==> src/rtl/rlbe_pkg.sv <==
// ----------------------------------------------------------------------------
// Run/literal byte encoder package
// Types and constants shared by the front end, back end and packer.
// ----------------------------------------------------------------------------
package rlbe_pkg;

  localparam logic [7:0] RUN_MIN      = 8'd3;
  localparam logic [7:0] RUN_MAX      = 8'd130;
  localparam logic [7:0] RUN_HDR_BASE = 8'h80;
  localparam int unsigned CMD_DEPTH   = 4;
  localparam int unsigned RES_DEPTH   = 2;

  typedef enum logic [1:0] {
    OP_NONE,
    OP_SPILL,
    OP_RUN
  } op_kind_e;

  typedef enum logic [1:0] {
    STG_A,
    STG_B,
    STG_F,
    STG_E
  } stage_e;

  typedef enum logic [2:0] {
    ST_IDLE,
    ST_DISPATCH,
    ST_APPEND,
    ST_LIT_HDR,
    ST_LIT_DATA,
    ST_RUN_HDR,
    ST_RUN_VAL,
    ST_END
  } back_state_e;

  typedef struct packed {
    op_kind_e    a_kind;
    logic [7:0]  a_val;
    logic [7:0]  a_len;
    op_kind_e    b_kind;
    logic [7:0]  b_val;
    logic [7:0]  b_len;
    logic        fin;
  } cmd_t;

  typedef struct packed {
    logic        dat_vld;
    logic [7:0]  dat;
    logic        end_vld;
    logic        fin;
  } pack_req_t;

  typedef struct packed {
    logic [3:0][7:0] bytes;
    logic [2:0]      count;
    logic            item_done;
    logic            stream_done;
  } res_t;

endpackage

==> src/rtl/rlbe_fifo.sv <==
// ----------------------------------------------------------------------------
// Word queue
// Small synchronous first-in first-out queue used between the stages.
// ----------------------------------------------------------------------------
module rlbe_fifo #(
  parameter int unsigned WIDTH = 8,
  parameter int unsigned DEPTH = 4
) (
  input  logic             clk_i,
  input  logic             rst_ni,
  input  logic             wr_i,
  input  logic [WIDTH-1:0] wr_data_i,
  output logic             full_o,
  input  logic             rd_i,
  output logic [WIDTH-1:0] rd_data_o,
  output logic             empty_o
);

  localparam int unsigned PW = (DEPTH > 1) ? $clog2(DEPTH) : 1;
  localparam int unsigned CW = $clog2(DEPTH + 1);

  logic [WIDTH-1:0] mem_q [DEPTH];
  logic [PW-1:0]    wr_ptr_q, wr_ptr_d;
  logic [PW-1:0]    rd_ptr_q, rd_ptr_d;
  logic [CW-1:0]    cnt_q, cnt_d;
  logic             wr_en, rd_en;

  assign full_o    = (cnt_q == CW'(DEPTH));
  assign empty_o   = (cnt_q == '0);
  assign wr_en     = wr_i && !full_o;
  assign rd_en     = rd_i && !empty_o;
  assign rd_data_o = mem_q[rd_ptr_q];

  always_comb begin
    wr_ptr_d = wr_ptr_q;
    rd_ptr_d = rd_ptr_q;
    cnt_d    = cnt_q;
    if (wr_en) begin
      wr_ptr_d = (wr_ptr_q == PW'(DEPTH - 1)) ? '0 : wr_ptr_q + PW'(1);
    end
    if (rd_en) begin
      rd_ptr_d = (rd_ptr_q == PW'(DEPTH - 1)) ? '0 : rd_ptr_q + PW'(1);
    end
    if (wr_en && !rd_en) begin
      cnt_d = cnt_q + CW'(1);
    end else if (rd_en && !wr_en) begin
      cnt_d = cnt_q - CW'(1);
    end
  end

  always_ff @(posedge clk_i or negedge rst_ni) begin
    if (!rst_ni) begin
      wr_ptr_q <= '0;
      rd_ptr_q <= '0;
      cnt_q    <= '0;
    end else begin
      wr_ptr_q <= wr_ptr_d;
      rd_ptr_q <= rd_ptr_d;
      cnt_q    <= cnt_d;
    end
  end

  always_ff @(posedge clk_i) begin
    if (wr_en) begin
      mem_q[wr_ptr_q] <= wr_data_i;
    end
  end

endmodule

==> src/rtl/rlbe_front.sv <==
// ----------------------------------------------------------------------------
// Encoder front end
// Tracks the open group of equal bytes and turns each input byte into one
// command for the back end.
// ----------------------------------------------------------------------------
module rlbe_front (
  input  logic            clk_i,
  input  logic            rst_ni,
  input  logic            push_i,
  input  logic [7:0]      data_byte_i,
  input  logic            final_byte_i,
  input  logic            cmd_full_i,
  output logic            cmd_push_o,
  output rlbe_pkg::cmd_t  cmd_o
);

  import rlbe_pkg::*;

  logic [7:0] grp_val_q, grp_val_d;
  logic [7:0] grp_len_q, grp_len_d;
  logic [7:0] len1, len2, val2;
  logic       accept;

  assign accept     = push_i && !cmd_full_i;
  assign cmd_push_o = accept;

  always_comb begin
    cmd_o      = '0;
    cmd_o.fin  = final_byte_i;
    len1       = grp_len_q;
    if (grp_len_q != 8'd0 && data_byte_i != grp_val_q) begin
      cmd_o.a_kind = (grp_len_q >= RUN_MIN) ? OP_RUN : OP_SPILL;
      cmd_o.a_val  = grp_val_q;
      cmd_o.a_len  = grp_len_q;
      len1         = 8'd0;
    end
    if (len1 == 8'd0) begin
      val2 = data_byte_i;
      len2 = 8'd1;
    end else begin
      val2 = grp_val_q;
      len2 = len1 + 8'd1;
    end
    grp_val_d = val2;
    grp_len_d = len2;
    if (len2 == RUN_MAX) begin
      cmd_o.b_kind = OP_RUN;
      cmd_o.b_val  = val2;
      cmd_o.b_len  = len2;
      grp_len_d    = 8'd0;
    end else if (final_byte_i) begin
      cmd_o.b_kind = (len2 >= RUN_MIN) ? OP_RUN : OP_SPILL;
      cmd_o.b_val  = val2;
      cmd_o.b_len  = len2;
    end
    if (final_byte_i) begin
      grp_val_d = 8'd0;
      grp_len_d = 8'd0;
    end
  end

  always_ff @(posedge clk_i or negedge rst_ni) begin
    if (!rst_ni) begin
      grp_val_q <= 8'd0;
      grp_len_q <= 8'd0;
    end else if (accept) begin
      grp_val_q <= grp_val_d;
      grp_len_q <= grp_len_d;
    end
  end

endmodule

==> src/rtl/rlbe_back.sv <==
// ----------------------------------------------------------------------------
// Encoder back end
// Executes commands: appends literals to the literal store, flushes literal
// and run chunks, one compressed byte per cycle while the packer is ready.
// ----------------------------------------------------------------------------
module rlbe_back #(
  parameter int unsigned LITERAL_MAX = 128
) (
  input  logic                clk_i,
  input  logic                rst_ni,
  input  logic                cmd_empty_i,
  input  rlbe_pkg::cmd_t      cmd_i,
  output logic                cmd_pop_o,
  output rlbe_pkg::pack_req_t pack_req_o,
  input  logic                pack_rdy_i
);

  import rlbe_pkg::*;

  localparam int unsigned AW = (LITERAL_MAX > 1) ? $clog2(LITERAL_MAX) : 1;
  localparam int unsigned CW = $clog2(LITERAL_MAX + 1);

  back_state_e   state_q, state_d;
  stage_e        stg_q, stg_d, stg_nxt;
  cmd_t          cmd_q, cmd_d;
  logic [7:0]    op_val_q, op_val_d;
  logic [7:0]    op_len_q, op_len_d;
  logic [1:0]    rem_q, rem_d;
  logic          run_pend_q, run_pend_d;
  logic [CW-1:0] lit_cnt_q, lit_cnt_d;
  logic [CW-1:0] rd_ptr_q, rd_ptr_d;
  logic [7:0]    rd_data_q;
  logic [7:0]    mem_q [LITERAL_MAX];
  logic          mem_we;
  op_kind_e      sel_kind;
  logic [7:0]    sel_val, sel_len;
  back_state_e   ret_state;
  stage_e        ret_stg;

  assign sel_kind = (stg_q == STG_A) ? cmd_q.a_kind : cmd_q.b_kind;
  assign sel_val  = (stg_q == STG_A) ? cmd_q.a_val  : cmd_q.b_val;
  assign sel_len  = (stg_q == STG_A) ? cmd_q.a_len  : cmd_q.b_len;

  always_comb begin
    unique case (stg_q)
      STG_A:   stg_nxt = STG_B;
      STG_B:   stg_nxt = STG_F;
      STG_F:   stg_nxt = STG_E;
      STG_E:   stg_nxt = STG_E;
      default: stg_nxt = STG_E;
    endcase
  end

  // Where to continue once a literal chunk has gone out.
  always_comb begin
    ret_stg = stg_q;
    priority if (run_pend_q) begin
      ret_state = ST_RUN_HDR;
    end else if (rem_q != 2'd0) begin
      ret_state = ST_APPEND;
    end else begin
      ret_state = ST_DISPATCH;
      ret_stg   = stg_nxt;
    end
  end

  always_comb begin
    state_d    = state_q;
    stg_d      = stg_q;
    cmd_d      = cmd_q;
    op_val_d   = op_val_q;
    op_len_d   = op_len_q;
    rem_d      = rem_q;
    run_pend_d = run_pend_q;
    lit_cnt_d  = lit_cnt_q;
    rd_ptr_d   = rd_ptr_q;
    mem_we     = 1'b0;
    cmd_pop_o  = 1'b0;
    pack_req_o = '0;
    unique case (state_q)
      ST_IDLE: begin
        if (!cmd_empty_i) begin
          cmd_pop_o = 1'b1;
          cmd_d     = cmd_i;
          stg_d     = STG_A;
          state_d   = ST_DISPATCH;
        end
      end
      ST_DISPATCH: begin
        unique case (stg_q)
          STG_A, STG_B: begin
            unique case (sel_kind)
              OP_SPILL: begin
                op_val_d = sel_val;
                rem_d    = sel_len[1:0];
                state_d  = ST_APPEND;
              end
              OP_RUN: begin
                op_val_d   = sel_val;
                op_len_d   = sel_len;
                run_pend_d = 1'b1;
                state_d    = (lit_cnt_q != '0) ? ST_LIT_HDR : ST_RUN_HDR;
              end
              default: begin
                stg_d = stg_nxt;
              end
            endcase
          end
          STG_F: begin
            if (cmd_q.fin && lit_cnt_q != '0) begin
              state_d = ST_LIT_HDR;
            end else begin
              stg_d = STG_E;
            end
          end
          default: begin
            state_d = ST_END;
          end
        endcase
      end
      ST_APPEND: begin
        mem_we    = 1'b1;
        lit_cnt_d = lit_cnt_q + CW'(1);
        rem_d     = rem_q - 2'd1;
        if (lit_cnt_q == CW'(LITERAL_MAX - 1)) begin
          state_d = ST_LIT_HDR;
        end else if (rem_q == 2'd1) begin
          stg_d   = stg_nxt;
          state_d = ST_DISPATCH;
        end
      end
      ST_LIT_HDR: begin
        pack_req_o.dat_vld = 1'b1;
        pack_req_o.dat     = 8'(lit_cnt_q - CW'(1));
        rd_ptr_d           = '0;
        if (pack_rdy_i) begin
          state_d = ST_LIT_DATA;
        end
      end
      ST_LIT_DATA: begin
        pack_req_o.dat_vld = 1'b1;
        pack_req_o.dat     = rd_data_q;
        if (pack_rdy_i) begin
          rd_ptr_d = rd_ptr_q + CW'(1);
          if (rd_ptr_q + CW'(1) == lit_cnt_q) begin
            lit_cnt_d = '0;
            state_d   = ret_state;
            stg_d     = ret_stg;
          end
        end
      end
      ST_RUN_HDR: begin
        pack_req_o.dat_vld = 1'b1;
        pack_req_o.dat     = RUN_HDR_BASE + op_len_q - RUN_MIN;
        if (pack_rdy_i) begin
          state_d = ST_RUN_VAL;
        end
      end
      ST_RUN_VAL: begin
        pack_req_o.dat_vld = 1'b1;
        pack_req_o.dat     = op_val_q;
        if (pack_rdy_i) begin
          run_pend_d = 1'b0;
          stg_d      = stg_nxt;
          state_d    = ST_DISPATCH;
        end
      end
      ST_END: begin
        pack_req_o.end_vld = 1'b1;
        pack_req_o.fin     = cmd_q.fin;
        if (pack_rdy_i) begin
          state_d = ST_IDLE;
        end
      end
      default: begin
        state_d = ST_IDLE;
      end
    endcase
  end

  always_ff @(posedge clk_i or negedge rst_ni) begin
    if (!rst_ni) begin
      state_q    <= ST_IDLE;
      stg_q      <= STG_A;
      rem_q      <= 2'd0;
      run_pend_q <= 1'b0;
      lit_cnt_q  <= '0;
      rd_ptr_q   <= '0;
    end else begin
      state_q    <= state_d;
      stg_q      <= stg_d;
      rem_q      <= rem_d;
      run_pend_q <= run_pend_d;
      lit_cnt_q  <= lit_cnt_d;
      rd_ptr_q   <= rd_ptr_d;
    end
  end

  always_ff @(posedge clk_i) begin
    cmd_q    <= cmd_d;
    op_val_q <= op_val_d;
    op_len_q <= op_len_d;
  end

  always_ff @(posedge clk_i) begin
    if (mem_we) begin
      mem_q[lit_cnt_q[AW-1:0]] <= op_val_q;
    end
    rd_data_q <= mem_q[rd_ptr_d[AW-1:0]];
  end

endmodule

==> src/rtl/rlbe_pack.sv <==
// ----------------------------------------------------------------------------
// Output packer
// Gathers compressed bytes into words of up to four bytes and closes a word
// at the end of each input byte's output.
// ----------------------------------------------------------------------------
module rlbe_pack (
  input  logic                clk_i,
  input  logic                rst_ni,
  input  rlbe_pkg::pack_req_t req_i,
  output logic                rdy_o,
  output logic                res_push_o,
  output rlbe_pkg::res_t      res_o,
  input  logic                res_full_i
);

  import rlbe_pkg::*;

  logic [3:0][7:0] word_q, word_d;
  logic [2:0]      cnt_q, cnt_d;
  logic            need_push;

  assign need_push = (req_i.dat_vld && cnt_q == 3'd4) || (req_i.end_vld && cnt_q != 3'd0);
  assign rdy_o      = !need_push || !res_full_i;
  assign res_push_o = need_push && !res_full_i;

  always_comb begin
    res_o.bytes       = word_q;
    res_o.count       = cnt_q;
    res_o.item_done   = req_i.end_vld;
    res_o.stream_done = req_i.end_vld && req_i.fin;
  end

  always_comb begin
    word_d = word_q;
    cnt_d  = cnt_q;
    if (rdy_o) begin
      if (req_i.dat_vld) begin
        if (cnt_q == 3'd4 || cnt_q == 3'd0) begin
          word_d    = '0;
          word_d[0] = req_i.dat;
          cnt_d     = 3'd1;
        end else begin
          word_d[cnt_q[1:0]] = req_i.dat;
          cnt_d              = cnt_q + 3'd1;
        end
      end else if (req_i.end_vld) begin
        cnt_d = 3'd0;
      end
    end
  end

  always_ff @(posedge clk_i or negedge rst_ni) begin
    if (!rst_ni) begin
      cnt_q <= 3'd0;
    end else begin
      cnt_q <= cnt_d;
    end
  end

  always_ff @(posedge clk_i) begin
    word_q <= word_d;
  end

endmodule

==> src/rtl/run_literal_byte_encoder.sv <==
// ----------------------------------------------------------------------------
// Run/literal byte encoder
// Compresses a byte stream into run and literal chunks, packed up to four
// bytes per output word.
// ----------------------------------------------------------------------------
//  channel   handshake          word
//  input     push / full        data_byte_i, final_byte_i
//  output    empty / pop        out_byte0_o..out_byte3_o, out_count_o,
//                               item_done_o, stream_done_o
//
// The front end takes one byte per cycle into a four-entry command queue,
// while the queue is not full. The back end takes one command at a time,
// writes each literal to the store and sends each compressed byte on.
// The literal store is not cleared at reset; only written entries are read.
// Either side may stall at any time without loss.
// ----------------------------------------------------------------------------
module run_literal_byte_encoder #(
  parameter int unsigned LITERAL_MAX = 128
) (
  input  logic       clk_i,
  input  logic       rst_ni,
  input  logic       push,
  output logic       full,
  input  logic [7:0] data_byte_i,
  input  logic       final_byte_i,
  output logic       empty,
  input  logic       pop,
  output logic [7:0] out_byte0_o,
  output logic [7:0] out_byte1_o,
  output logic [7:0] out_byte2_o,
  output logic [7:0] out_byte3_o,
  output logic [2:0] out_count_o,
  output logic       item_done_o,
  output logic       stream_done_o
);

  import rlbe_pkg::*;

  cmd_t      front_cmd, back_cmd;
  logic      cmd_push, cmd_full, cmd_pop, cmd_empty;
  pack_req_t pack_req;
  logic      pack_rdy;
  res_t      pack_res, out_res;
  logic      res_push, res_full;

  rlbe_front u_front (
    .clk_i        (clk_i),
    .rst_ni       (rst_ni),
    .push_i       (push),
    .data_byte_i  (data_byte_i),
    .final_byte_i (final_byte_i),
    .cmd_full_i   (cmd_full),
    .cmd_push_o   (cmd_push),
    .cmd_o        (front_cmd)
  );

  rlbe_fifo #(
    .WIDTH ($bits(cmd_t)),
    .DEPTH (CMD_DEPTH)
  ) u_cmd_fifo (
    .clk_i     (clk_i),
    .rst_ni    (rst_ni),
    .wr_i      (cmd_push),
    .wr_data_i (front_cmd),
    .full_o    (cmd_full),
    .rd_i      (cmd_pop),
    .rd_data_o (back_cmd),
    .empty_o   (cmd_empty)
  );

  rlbe_back #(
    .LITERAL_MAX (LITERAL_MAX)
  ) u_back (
    .clk_i       (clk_i),
    .rst_ni      (rst_ni),
    .cmd_empty_i (cmd_empty),
    .cmd_i       (back_cmd),
    .cmd_pop_o   (cmd_pop),
    .pack_req_o  (pack_req),
    .pack_rdy_i  (pack_rdy)
  );

  rlbe_pack u_pack (
    .clk_i      (clk_i),
    .rst_ni     (rst_ni),
    .req_i      (pack_req),
    .rdy_o      (pack_rdy),
    .res_push_o (res_push),
    .res_o      (pack_res),
    .res_full_i (res_full)
  );

  rlbe_fifo #(
    .WIDTH ($bits(res_t)),
    .DEPTH (RES_DEPTH)
  ) u_res_fifo (
    .clk_i     (clk_i),
    .rst_ni    (rst_ni),
    .wr_i      (res_push),
    .wr_data_i (pack_res),
    .full_o    (res_full),
    .rd_i      (pop),
    .rd_data_o (out_res),
    .empty_o   (empty)
  );

  assign full          = cmd_full;
  assign out_byte0_o   = out_res.bytes[0];
  assign out_byte1_o   = out_res.bytes[1];
  assign out_byte2_o   = out_res.bytes[2];
  assign out_byte3_o   = out_res.bytes[3];
  assign out_count_o   = out_res.count;
  assign item_done_o   = out_res.item_done;
  assign stream_done_o = out_res.stream_done;

endmodule

==> config.mk <==
export PLATFORM = sky130hd
export DESIGN_NAME = run_literal_byte_encoder
export DESIGN_NICKNAME = d
export VERILOG_FILES = /design/src/rtl/rlbe_pkg.sv /design/src/rtl/rlbe_fifo.sv /design/src/rtl/rlbe_front.sv /design/src/rtl/rlbe_back.sv /design/src/rtl/rlbe_pack.sv /design/src/rtl/run_literal_byte_encoder.sv
export SDC_FILE = /design/constraint.sdc
export NUM_CORES = 2
export LEC_CHECK = 0
export BUFFER_PORTS_ARGS = -buffer_cell sky130_fd_sc_hd__buf_2
export CORE_UTILIZATION = 50
export CTS_CLUSTER_DIAMETER = 150
export DETAILED_ROUTE_END_ITERATION = 7
export GPL_ROUTABILITY_DRIVEN = 0
export PLACE_DENSITY = 0.68
export SLEW_MARGIN = 0
export SYNTH_ARGS = -nofsm -noshare
export SYNTH_HDL_FRONTEND = slang
export SYNTH_SLANG_ARGS = --single-unit
==> constraint.sdc <==
create_clock -name clk_i -period 6.9 [get_ports clk_i]
set_input_delay 0.69 -clock clk_i [delete_from_list [all_inputs] [get_ports clk_i]]
set_output_delay 0.69 -clock clk_i [all_outputs]
set_load 0.01 [all_outputs]
After elaboration in Yosys (flattened, before gate mapping)
Memory sizes are Yosys's and may differ from the RTL's. A register that Yosys moved wholly into a read port is not among the register bits.
Cells that the tools add are included.
Word-level totals
  output and inout port bits: 39
  flip-flop bits (word level): 102
  bits in writable memories: 1246
  memories kept: 3
  word-level logic and storage cells: 229
Memories
  u_back.mem_q: depth 128, bits a word 8, rd ports 1, clocked after memory_dff 1, wr ports 1, line rlbe_back.sv:33  | logic [7:0] mem_q [LITERAL_MAX];
  u_cmd_fifo.mem_q: depth 4, bits a word 37, rd ports 1, clocked after memory_dff 1, wr ports 1, line rlbe_fifo.sv:22  | logic [WIDTH-1:0] mem_q [DEPTH];
  u_res_fifo.mem_q: depth 2, bits a word 37, rd ports 1, clocked after memory_dff 0, wr ports 1, line rlbe_fifo.sv:22
Operators by class
  reductions and logical operators: 60
  $lt $le $gt $ge: 4
  multiplexer cells: 81
  bitwise operators: 1
  equality and inequality tests: 42
  add/sub/neg operators: 16
Operator list (count)
  $mux W8: 13
  $mux W18: 3
  $mux W3: 17
  $mux W2: 21
  $pmux W9 S4: 1
  $bwmux W32: 1
  $pmux W8 S2: 2
  $add A8 B1 Y8 const B: 3
  $ne A2 B2 Y1 const B: 12
  $pmux W3 S8: 1
  $eq A3 B3 Y1 const B: 6
  $demux W8 S2: 1
  $ge A8 B2 Y1 const B: 2
  $logic_and A1 B1 Y1: 16
  $reduce_bool A2 Y1: 8
  $reduce_bool A8 Y1: 2
  $mux W1: 14
  $eq A2 B2 Y1 const B: 6
  $pmux W3 S2: 2
  $reduce_and A12 Y1: 1
  $reduce_and A3 Y1: 4
  $pmux W2 S5: 1
  $reduce_and A10 Y1: 1
  $logic_not A1 Y1: 9
  other kinds (35): 57

Logic depth before layout (Yosys ltp)
  depth in word-level cells: 11
  depth in mapped cells: 16
  gate-level depth less buffers: 15

Hierarchy
A second synthesis with hierarchy kept.
Unflattened totals
  cell total of the unflattened synthesis: 4241
  area total of the unflattened synthesis: 57823.0 sq um
By module, submodules not included
  rlbe_back: area each 45891.5 sq um, times used 1, cells each 3567
  rlbe_fifo (u_cmd_fifo): area each 5803.1 sq um, times used 1, cells each 230
  rlbe_fifo (u_res_fifo): area each 2949.1 sq um, times used 1, cells each 134
  rlbe_pack: area each 1662.8 sq um, times used 1, cells each 124
  rlbe_front: area each 1516.5 sq um, times used 1, cells each 186

Worst setup path before layout
No wires, ideal clock.
  path kind: flip-flop to flip-flop
  start point: register u_back.state_q[1]
  end point: register u_pack.word_q (netlist bit u_pack.res_o[10]), enable pin
  stages on the path, launching flop included: 6
  buffers on the path: 2
  data arrival time: 3.461 ns
  setup slack: 3.106 ns
  required time: 6.567 ns
  path through: dfrtp_1 > buf_2 > buf_1 > a21oi_1 > nor3_1 > and2_1
Between the ends
  cells in the longest elaborated chain, start to end: 7
  elaborated cells on any way between the ends: 13
  those cells by class: eq/ne: 5; mux: 2; reduce/logical: 6
RTL lines
  start, declared: line rlbe_back.sv:23  | back_state_e state_q, state_d;
  start signal, assigned: line rlbe_back.sv:190  | state_q <= state_d;
  $eq A3 B3 Y1 / $eq A3 B2 Y1 (equally long branches): line rlbe_back.sv:80  | unique case (state_q)
  $pmux W9 S4 / $mux W2 (equally long branches): line rlbe_back.sv:80
  $logic_and A1 B1 Y1: line rlbe_pack.sv:22  | assign need_push = (req_i.dat_vld && cnt_q == 3'd4) || (req_i.end_vld && cnt_q != 3'd0);
  $logic_or A1 B1 Y1: line rlbe_pack.sv:22
  $logic_not A1 Y1: line rlbe_pack.sv:23  | assign rdy_o = !need_push || !res_full_i;
  $logic_or A1 B1 Y1: line rlbe_pack.sv:23
  $reduce_and A2 Y1 (no source line) *
  end signal, assigned: line rlbe_pack.sv:61  | word_q <= word_d;
  end, declared: line rlbe_pack.sv:18  | logic [3:0][7:0] word_q, word_d;
Every way passes the cells marked *; elsewhere a longest branch is shown, timed or not.
A chain may end at the register's enable or synchronous reset.

Final worst setup path
  start point: register u_pack.cnt_q[0]
  end point: register u_back.rd_data_q[1] (read register of u_back.mem_q)
Between the ends
  cells in the longest elaborated chain, start to end: 7
  elaborated cells on any way between the ends: 9
  those cells by class: eq/ne: 1; mux: 2; reduce/logical: 6
RTL lines
  start, declared: line rlbe_pack.sv:19  | logic [2:0] cnt_q, cnt_d;
  start signal, assigned: line rlbe_pack.sv:56  | cnt_q <= cnt_d;
  $eq A3 B3 Y1 / $reduce_bool A3 Y1 (equally long branches): line rlbe_pack.sv:22
  $logic_and A1 B1 Y1: line rlbe_pack.sv:22
  $logic_or A1 B1 Y1 *: line rlbe_pack.sv:22
  $logic_not A1 Y1 *: line rlbe_pack.sv:23
  $logic_or A1 B1 Y1 *: line rlbe_pack.sv:23
  $mux W8 *: line rlbe_back.sv:143  | if (pack_rdy_i) begin
  $pmux W8 S2 *: line rlbe_back.sv:80
  end, declared: line rlbe_back.sv:32  | logic [7:0] rd_data_q;
Every way passes the cells marked *; elsewhere a longest branch is shown, timed or not. The select of a mux whose other input is x is not followed.

==> metrics.txt <==
DRC errors left 0; slowest stage delay, CP 0.68 ns; vias in the first global route 31000; status finished, final reports clean; I/O Pins 52; Layout fillers 8642; Layout area overhead 11.10%; Reg clk slew, reported paths 0.06 ns; Rel. slew slack 0.1780; gr usage total 0.2284; CP Cell Sequence inv_1 > ha_1 > nand4b_1 > a21o_1 > nand2_4 > buf_12 > buf_4 > mux2i_1 > a32oi_1 > nand3_1 > a22oi_1 > a21oi_1 > nor4_2; first drt pass iteration count 5; drt total wl 130100 um; CP Capture Type register; Setup TNS 0 ns; Initial Util 0.5052; Layout Cells excl Fill 5381; most used flip-flop cell after synthesis edfxtp_1; min-delay worst type in -> async; asr flop ratio synth 0.03877; Net count, final 3821; met2 wire len 61920 um; Tcrit/Tclk final 0.7600; first-pass GRT wire length 193200 um; Port Buffers 51; Num CTS Buffers 141; Yosys reg bits 1393; FF-to-FF path depth 13; Peak VDD IR 0.6389 mV; cell area after synthesis 0.05598 mm^2; syn_nets 3804; # hold bufs at CTS 0; share of cells above drive strength 1 0.1148; HPWL after DPL 75260 um; Mapped Avg Cell Area 14.87 um^2; Final min period 5.244 ns; Leak 0.02109 uW; Final Max Tran Viols 0; largest net degree at the start of global routing 168; Post-CTS Setup Bufs 0; type of origin of the critical path register; CTS root buffer clkbuf_16; clk sinks 1393; DR WL/cell 24.17 um; worst r2r src u_pack.cnt_q[0]; Synth warnings 0; EDFF count, synth 1331; Chip Height 336.6 um; Row Count 122; sequential share of the synthesized area 0.7409; Setup Viol. Count Final 0; CP max FO 167; total gr overflow 0; CP required 7.55 ns; initial antenna violation count 0; CTS tree done; Slowest-stage cell, CP buf_4; Bufs on Longest Clock Path 3; max-cap violation count 0; Core ar. 0.1108 mm^2; cell count after synthesis 3766; CP arrival 5.90 ns; R2R Path End u_back.rd_data_q[1]; PostCTS Resize Cnt 0; met1 wire length 53970 um; worst clock skew 0.03087 ns; Vias per Instance 5.973; Highest Clock Rate 190.7 MHz; diodes inserted 0; PwrDens 430.9 mW/mm^2; die area 0.1133 mm^2; uppermost layer routed met4; flop2flop setup slack 1.66 ns; Fin. Hold Viols 0; First DRT Iteration DRCs 3577; Distinct cells, synth 74; critical path type reg -> reg; RSZ-0062 raised after global routing no; Power, Total 26800 uW; DRT antenna net count 0; met3 wire len 10050 um; latest clock arrival within the worst-skew pair 0.75 ns; H-tree Lvls 4; Worst Max-Slew Pin Slew 1.228 ns; Vias 32140; placed cells 5128; die width 336.6 um
-- per-layer routing --
layer / vias to the layer above / GRT usage
met4: 0 / 0.08221
met3: 244 / 0.04457
met2: 1294 / 0.3588
li1: 14430 / -
met5: - / 0
met1: 16170 / 0.3183
-- per-stage QoR --
step | hold WS (ns) | setup WS [ns] | utilization | instance area, um^2
finish | 0.1102 | 1.656 | 0.5613 | 62200
global route | 0.1551 | 1.474 | 0.5613 | 62200
CTS | 0.1055 | 1.820 | 0.5613 | 62200
detailed placement | 0.4327 | 1.832 | 0.5205 | 57690
global placement | 0.4216 | 1.833 | 0.5205 | 57690
floorplan | 0.3944 | 3.106 | - | 55980
-- cell families after synthesis --
kind of cell,synth area share
DFF,0.7409
and+or+nand+nor,0.09438
adders and majority gates,0.005721
AOI/OAI and AO/OA,0.06613
muxes,0.06387
xor gates and xnor gates,0.008604
buffers and inverters,0.02038
-- power breakdown --
part	internal, uW	switching [uW]
sequential	10500	388
combinational	2760	5720
clock	4310	3160
-- critical path, delay by kind of cell, from the launching register on --
family / cells / cell delay (ns)
muxes: 1 / 0.18
AOI/OAI and AO/OA: 4 / 1.09
and+or+nand+nor: 4 / 1.32
adders and majority gates: 1 / 0.30
DFF: 1 / 0.41
buffers and inverters: 3 / 1.48
-- worst max-delay path by stage --
stage                 startpoint                 endpoint  slack, ns
6_report         u_pack.cnt_q[0]      u_back.rd_data_q[1]       1.66
5_1_grt          u_pack.cnt_q[0]      u_back.rd_data_q[3]       1.47
4_1_cts          u_pack.cnt_q[0]      u_back.rd_data_q[7]       1.82
3_5_place_dp      data_byte_i[7]  u_cmd_fifo.mem_q[1][11]       1.83
3_3_place_gp      data_byte_i[7]  u_cmd_fifo.mem_q[0][15]       1.83
2_1_floorplan  u_back.state_q[1]         u_pack.res_o[10]       3.11
-- flip-flops by register name, summed over array words and instances (netlist names), 32 cells and up --
register / count
u_cmd_fifo.mem_q: 148
u_res_fifo.mem_q: 74
u_pack.res_o: 32
u_back.cmd_q: 37
u_back.mem_q: 1024
-- synth_stat cells, types with 26 or more instances --
master    instances  area, um^2
mux2i_1         211        2112
a31oi_1          43       269.0
a22oi_1          39       292.8
o21ai_0          63       315.3
nand2_1         667        2504
dfrtp_1          54        1351
a21oi_1          33       165.2
nor2_1          226       848.3
buf_2            73       365.4
edfxtp_1       1331       39970
clkbuf_1        127       476.7
nand3_1         170       850.8
xnor2_1          31       271.5
mux2_2           56       630.6
a211oi_1         61       457.9
a32oi_1         161        1410
mux4_2           37       833.3
and3_1           37       231.5
inv_1            27       101.4
buf_1            26       97.59
-- placed cells by master, fill, tap and decap left out, drive strengths merged, types with 54 or more instances in the layout --
| cell type | instances |
|---|---|
| mux2i | 211 |
| nor2 | 232 |
| edfxtp | 1331 |
| o21ai | 76 |
| a32oi | 161 |
| clkinv | 55 |
| clkbuf | 177 |
| mux2 | 56 |
| nand2 | 668 |
| buf | 111 |
| dfrtp | 54 |
| nand3 | 170 |
| a211oi | 63 |
-- layout make-up --
type                       instances  area, um^2  share of cell area
clock buffer                     177        3767             0.06057
timing repair buffer             111       780.7             0.01255
inverter                          30       122.6            0.001971
multi-input combinational       2106       13440              0.2161
sequential                      1393       41480              0.6669
clock inverter                    76       747.0             0.01201
tap                             1488        1862             0.02993
(Power assumes the default switching activity.)
